<file path="src/jeoi_pkg.sv">
// Package for the JPEG end-of-image checker: marker codes, parser phases,
// parser state and result types. Depends on nothing.
package jeoi_pkg;

   localparam logic [7:0] ByteFill     = 8'hFF;
   localparam logic [7:0] ByteZero     = 8'h00;
   localparam logic [7:0] MarkerEoi    = 8'hD9;
   localparam logic [7:0] MarkerSos    = 8'hDA;
   localparam logic [7:0] MarkerSoi    = 8'hD8;
   localparam logic [7:0] MarkerRstLo  = 8'hD0;
   localparam logic [7:0] MarkerRstHi  = 8'hD7;
   localparam logic [7:0] MarkerTem    = 8'h01;
   localparam logic [15:0] LenOverhead = 16'd2;

   typedef enum logic [8:0] {
      PH_SOI0    = 9'b000000001,
      PH_SOI1    = 9'b000000010,
      PH_EXPECT  = 9'b000000100,
      PH_FILL    = 9'b000001000,
      PH_LEN_HI  = 9'b000010000,
      PH_LEN_LO  = 9'b000100000,
      PH_PAYLOAD = 9'b001000000,
      PH_SCAN    = 9'b010000000,
      PH_SCAN_FF = 9'b100000000
   } phase_type;

   typedef struct packed {
      phase_type   phase;
      logic [15:0] skip_count;
      logic [7:0]  length_high;
      logic        segment_is_scan;
      logic        verdict_given;
   } state_type;

   typedef struct packed {
      logic valid;
      logic found;
   } result_type;

   localparam state_type StateReset = '{
      phase:           PH_SOI0,
      skip_count:      16'd0,
      length_high:     8'd0,
      segment_is_scan: 1'b0,
      verdict_given:   1'b0
   };

endpackage

</file>
<file path="src/jeoi_step.sv">
// One parser step of the JPEG end-of-image checker: next state and optional
// verdict for one byte. Depends on jeoi_pkg.
module jeoi_step (
   input  jeoi_pkg::state_type  cur_state,
   input  logic [7:0]           data_byte,
   input  logic                 last,
   output jeoi_pkg::state_type  next_state,
   output jeoi_pkg::result_type result
);

   logic        is_fill;
   logic        is_eoi;
   logic        is_zero;
   logic        is_soi;
   logic        is_rst;
   logic        is_standalone;
   logic [15:0] seg_len;
   logic [15:0] skip_dec;
   logic        have_verdict;
   logic        verdict;
   jeoi_pkg::phase_type after_seg;

   assign is_fill       = (data_byte == jeoi_pkg::ByteFill);
   assign is_eoi        = (data_byte == jeoi_pkg::MarkerEoi);
   assign is_zero       = (data_byte == jeoi_pkg::ByteZero);
   assign is_soi        = (data_byte == jeoi_pkg::MarkerSoi);
   assign is_rst        = (data_byte >= jeoi_pkg::MarkerRstLo) &&
                          (data_byte <= jeoi_pkg::MarkerRstHi);
   assign is_standalone = is_rst || (data_byte == jeoi_pkg::MarkerTem);
   assign seg_len       = {cur_state.length_high, data_byte};
   assign skip_dec      = cur_state.skip_count - 16'd1;
   assign after_seg     = cur_state.segment_is_scan ? jeoi_pkg::PH_SCAN
                                                    : jeoi_pkg::PH_EXPECT;

   always_comb begin
      next_state   = cur_state;
      have_verdict = 1'b0;
      verdict      = 1'b0;
      result       = '0;

      if (cur_state.verdict_given) begin
         // swallow until the end of the stream, then rearm
         if (last) begin
            next_state = jeoi_pkg::StateReset;
         end
      end else begin
         case (cur_state.phase)
            jeoi_pkg::PH_SOI0: begin
               next_state.phase = jeoi_pkg::PH_SOI1;
            end
            jeoi_pkg::PH_SOI1: begin
               next_state.phase = jeoi_pkg::PH_EXPECT;
            end
            jeoi_pkg::PH_EXPECT: begin
               if (!is_fill) begin
                  have_verdict = 1'b1;
               end else begin
                  next_state.phase = jeoi_pkg::PH_FILL;
               end
            end
            jeoi_pkg::PH_FILL, jeoi_pkg::PH_SCAN_FF: begin
               if ((cur_state.phase == jeoi_pkg::PH_SCAN_FF) && (is_zero || is_rst)) begin
                  next_state.phase = jeoi_pkg::PH_SCAN;
               end else if (!is_fill) begin
                  // decode the marker code
                  if (is_eoi) begin
                     have_verdict = 1'b1;
                     verdict      = 1'b1;
                  end else if (is_zero || is_soi) begin
                     have_verdict = 1'b1;
                  end else if (is_standalone) begin
                     next_state.phase = jeoi_pkg::PH_EXPECT;
                  end else begin
                     next_state.segment_is_scan = (data_byte == jeoi_pkg::MarkerSos);
                     next_state.phase           = jeoi_pkg::PH_LEN_HI;
                  end
               end
            end
            jeoi_pkg::PH_LEN_HI: begin
               next_state.length_high = data_byte;
               next_state.phase       = jeoi_pkg::PH_LEN_LO;
            end
            jeoi_pkg::PH_LEN_LO: begin
               if (seg_len < jeoi_pkg::LenOverhead) begin
                  have_verdict = 1'b1;
               end else begin
                  next_state.skip_count = seg_len - jeoi_pkg::LenOverhead;
                  if (seg_len == jeoi_pkg::LenOverhead) begin
                     next_state.phase = after_seg;
                  end else begin
                     next_state.phase = jeoi_pkg::PH_PAYLOAD;
                  end
               end
            end
            jeoi_pkg::PH_PAYLOAD: begin
               next_state.skip_count = skip_dec;
               if (skip_dec == 16'd0) begin
                  next_state.phase = after_seg;
               end
            end
            jeoi_pkg::PH_SCAN: begin
               if (is_fill) begin
                  next_state.phase = jeoi_pkg::PH_SCAN_FF;
               end
            end
            default: begin
               next_state.phase = jeoi_pkg::PH_SOI1;
            end
         endcase

         // end of stream without a verdict counts as missing EOI
         if (last) begin
            have_verdict = 1'b1;
         end

         if (have_verdict) begin
            result.valid = 1'b1;
            result.found = verdict;
            if (last) begin
               next_state = jeoi_pkg::StateReset;
            end else begin
               next_state.verdict_given = 1'b1;
            end
         end
      end
   end

endmodule
</file>
<file path="config.mk">
export PLATFORM = sky130hd
export DESIGN_NAME = jeoi_step
export DESIGN_NICKNAME = d
export VERILOG_FILES = /design/src/jeoi_pkg.sv /design/src/jeoi_step.sv
export SDC_FILE = /design/constraint.sdc
export NUM_CORES = 1
export LEC_CHECK = 0
export BUFFER_PORTS_ARGS = -buffer_cell sky130_fd_sc_hd__buf_2
export CAP_MARGIN = 40
export CORE_UTILIZATION = 48
export DETAILED_ROUTE_END_ITERATION = 8
export PLACE_DENSITY_LB_ADDON = 0.1
export SLEW_MARGIN = 0
export SYNTH_ARGS = -nofsm -noshare
export SYNTH_HDL_FRONTEND = slang
export SYNTH_SLANG_ARGS = --single-unit
</file>
<file path="constraint.sdc">
create_clock -name vclk -period 5.89
set_input_delay 0.8835 -clock vclk [all_inputs]
set_output_delay 0.8835 -clock vclk [all_outputs]
set_load 0.03 [all_outputs]
</file>
# Word-level counts from Yosys, hierarchy flattened
# Index checks and enable logic that the tools add are counted.
# word_totals
reg_bits	0
output_inout_bits	37
# op_classes
add_sub_neg	2
n_lt_le_gt_ge	3
n_eq_ne	14
n_mux	40
reduce_logical	8
# op_table
op	count
2-to-1 mux 35 bit	3
2-to-1 mux 9 bit	7
one-hot mux 9 bit (7 select lines)	1
2-to-1 mux 34 bit	1
equality test 8 bit, second input constant	4
one-hot mux 16 bit (2 select lines)	1
2-to-1 mux 25 bit	1
2-to-1 mux 8 bit	3
2-to-1 mux 1 bit	19
equality test 16 x 2 -> 1 bit, second input constant	1
logical NOT 16 bit	1
less-than comparator 16 x 2 -> 1 bit, second input constant	1
subtractor 16 x 1 -> 16 bit, second input constant	1
subtractor 16 x 2 -> 16 bit, second input constant	1
equality test 9 x 2 -> 1 bit, second input constant	1
equality test 9 x 3 -> 1 bit, second input constant	1
equality test 9 x 4 -> 1 bit, second input constant	1
equality test 9 x 5 -> 1 bit, second input constant	1
equality test 9 x 6 -> 1 bit, second input constant	1
equality test 9 x 7 -> 1 bit, second input constant	1
equality test 9 x 8 -> 1 bit, second input constant	1
equality test 9 bit, second input constant	1
equality test 8 x 1 -> 1 bit, second input constant	1
greater-or-equal comparator 8 bit, second input constant	1
8 further kinds	12

# Logic depth before layout (Yosys ltp)
# depth
depth_word	12
depth_mapped	9
ltp_nobuf	8

# Worst setup path before layout
# Ideal clock, no wire load.
# synth_timing
path_kind	input-to-output
startpoint	input port cur_state[10] in the netlist's numbering
endpoint	output port next_state[28] in the netlist's numbering
arrival_time_ns	3.388
slack_ns	1.619
path_stages	9
path_buffers	1
cell_sequence	inv_1 -> ha_1 -> or3b_2 -> clkbuf_1 -> nor4_1 -> xnor2_1 -> nand3_1 -> or3_1 -> o31ai_1
# synth_lines
item	line_no	text
start, declared	jeoi_step.sv:4	input jeoi_pkg::state_type cur_state,
end, declared	jeoi_step.sv:7	output jeoi_pkg::state_type next_state,

==> results.sh <==
export IMPL_outcome="finished clean"
export IMPL_start_util=0.5119
export IMPL_coreArea_um2=3771
export IMPL_gp_congestion=0.9243
export IMPL_ios=81
export IMPL_p_leak_uw=0.0008919
export IMPL_n_clock_buffer=0
export IMPL_synth_nets=361
export IMPL_die_h_um=65.42
export IMPL_drv_cap=0
export IMPL_startpoint="cur_state[10]"
export IMPL_ys_seq_area_frac=0
export IMPL_synth_cell_types=60
export IMPL_grt_pass1_wl_mm=10.84
export IMPL_critPathKind="in2out"
export IMPL_antenna_found_initial=0
export IMPL_final_util=0.6029
export IMPL_fin_crit_sh=0.7223
export IMPL_setup_viol=0
export IMPL_dr_pass1_iters=5
export IMPL_drtIter0Drc=250
export IMPL_powerDensity_nw_per_um2=62.10
export IMPL_drv_slew=0
export IMPL_setup_tns_ns=0
export IMPL_worstPathRequired_ns=5.01
export IMPL_multi_input_area_um2=1774
export IMPL_netlist_instances=313
export IMPL_worstMarginPinSlew_ns=0.6973
export IMPL_diodes=0
export IMPL_syn_mean_instance_area_um2=6.168
export IMPL_grt_pass1_vias=2171
export IMPL_vias_per_cell=6.610
export IMPL_seq_area_um2=0
export IMPL_row_count=22
export IMPL_detail_route_wl_per_cell_um=16.07
export IMPL_finalHoldViolCount=0
export IMPL_finalPower_uw=141.2
export IMPL_crit_path_start_kind="input port"
export IMPL_min_period_ns=4.254
export IMPL_hold_start="cur_state[1]"
export IMPL_syn_to_final_growth_pct=17.76
export IMPL_relSlewSlack=0.5309
export IMPL_rsz0062_at_grt="no"
export IMPL_drtAntennaViolNets=0
export IMPL_cp_end_kind="output pin"
export IMPL_synth_area_um2=1931
export IMPL_grt_max_degree=22
export IMPL_io_buffers=81
export IMPL_drive_above_1_share=0.2595
export IMPL_overflow=0
export IMPL_final_fill_count=398
export IMPL_vias=2763
export IMPL_post_cts_setup_buffers=0
export IMPL_hold_path_class="in2out"
export IMPL_hold_buffers=0
export IMPL_max_freq_ghz=0.2351
export IMPL_fp_dieArea_um2=4280
export IMPL_grt_total_usage=0.3124
export IMPL_seq_cells=0
export IMPL_cts_repair_resize_count=0
export IMPL_finalNetCount=420
export IMPL_drc=0
export IMPL_layout_commonest_cell="buf_2"
export IMPL_layout_common_cells="buf_2, nor2_1, nand2_1, o21ai_0, a21oi_1"
export IMPL_crit_arrival_ns=3.37
export IMPL_post_dp_hpwl_mm=5.271
export IMPL_cp_max_fo=7
export IMPL_drt_total_wl_mm=6.719
export IMPL_yosys_warnings=0
export IMPL_ir_drop_uv=36.11
export IMPL_fin_worst_hold_slack_ns=2.160
export IMPL_die_w_um=65.42
[kinds of logic (layout without fill, tap and decap cells)]
group	Yosys count	count (layout)	share of synthesized area
and+or+nand+nor	156	156	0.4524
AOI/OAI and AO/OA	100	100	0.3467
buffers and inverters	33	90	0.08101
xor gates and xnor gates	17	17	0.07712
adders and majority gates	4	4	0.02592
muxes	3	3	0.01685
[Yosys cell counts (4+ instances only)]
cell type | number | area [µm²]
a31oi_1 | 5 | 31.28
nor3_1 | 13 | 65.06
clkbuf_1 | 17 | 63.81
nor2_1 | 42 | 157.7
o21ai_0 | 22 | 110.1
nand2_1 | 24 | 90.09
nand3_1 | 11 | 55.05
xnor2_1 | 13 | 113.9
xor2_1 | 4 | 35.03
or3_1 | 5 | 31.28
nor4_1 | 15 | 93.84
buf_6 | 4 | 45.04
or4_4 | 4 | 45.04
nand4b_1 | 4 | 35.03
nand2b_1 | 5 | 31.28
nand4_1 | 4 | 25.02
a22o_1 | 11 | 96.34
a21oi_1 | 18 | 90.09
a22oi_1 | 5 | 37.54
o31ai_1 | 5 | 37.54
ha_1 | 4 | 50.05
inv_1 | 9 | 33.78
a211oi_1 | 5 | 37.54
or4_1 | 4 | 30.03
o22ai_1 | 7 | 43.79
[through the flow]
stage               setup WS, ns  area [µm²]  std cells
finish                     1.636        2273        418
global route               1.482        2273        418
CTS                        1.648        2273        418
detailed placement         1.656        2273        418
global placement           1.676        2273        418
floorplan                  1.619        1931        313
[critical path: stages]
cell     delay, ns
buf_2         0.14
inv_1         0.08
ha_1          0.29
or3b_2        0.55
nor4_1        0.25
xnor2_1       0.20
nand3_1       0.10
or3_1         0.34
o31ai_1       0.28
buf_2         0.25
[worst paths after layout]
check	endpoint	slack, ns	cells after the start
min	next_state[28]	2.16	3
max	next_state[28]	1.64	10
[where the power goes]
group / internal (µW) / switching [µW]
Clock: 0 / 0
Sequential: 0 / 0
Combinational: 46.3 / 94.8
Total: 46.3 / 94.8
[metal layers]
layer	GRT usage	share of wire
met2	0.4781	0.45
met3	0.01215	0.11
met1	0.4974	0.45
met4	0.008152	0.00089
met5	0	0
[area by class of cell]
cell class | instances | share of cell area
repair buffers | 81 | 0.1783
inverters | 9 | 0.01486
multi-input cells | 280 | 0.7804
well taps | 48 | 0.02642
(Power assumes the default switching activity.)
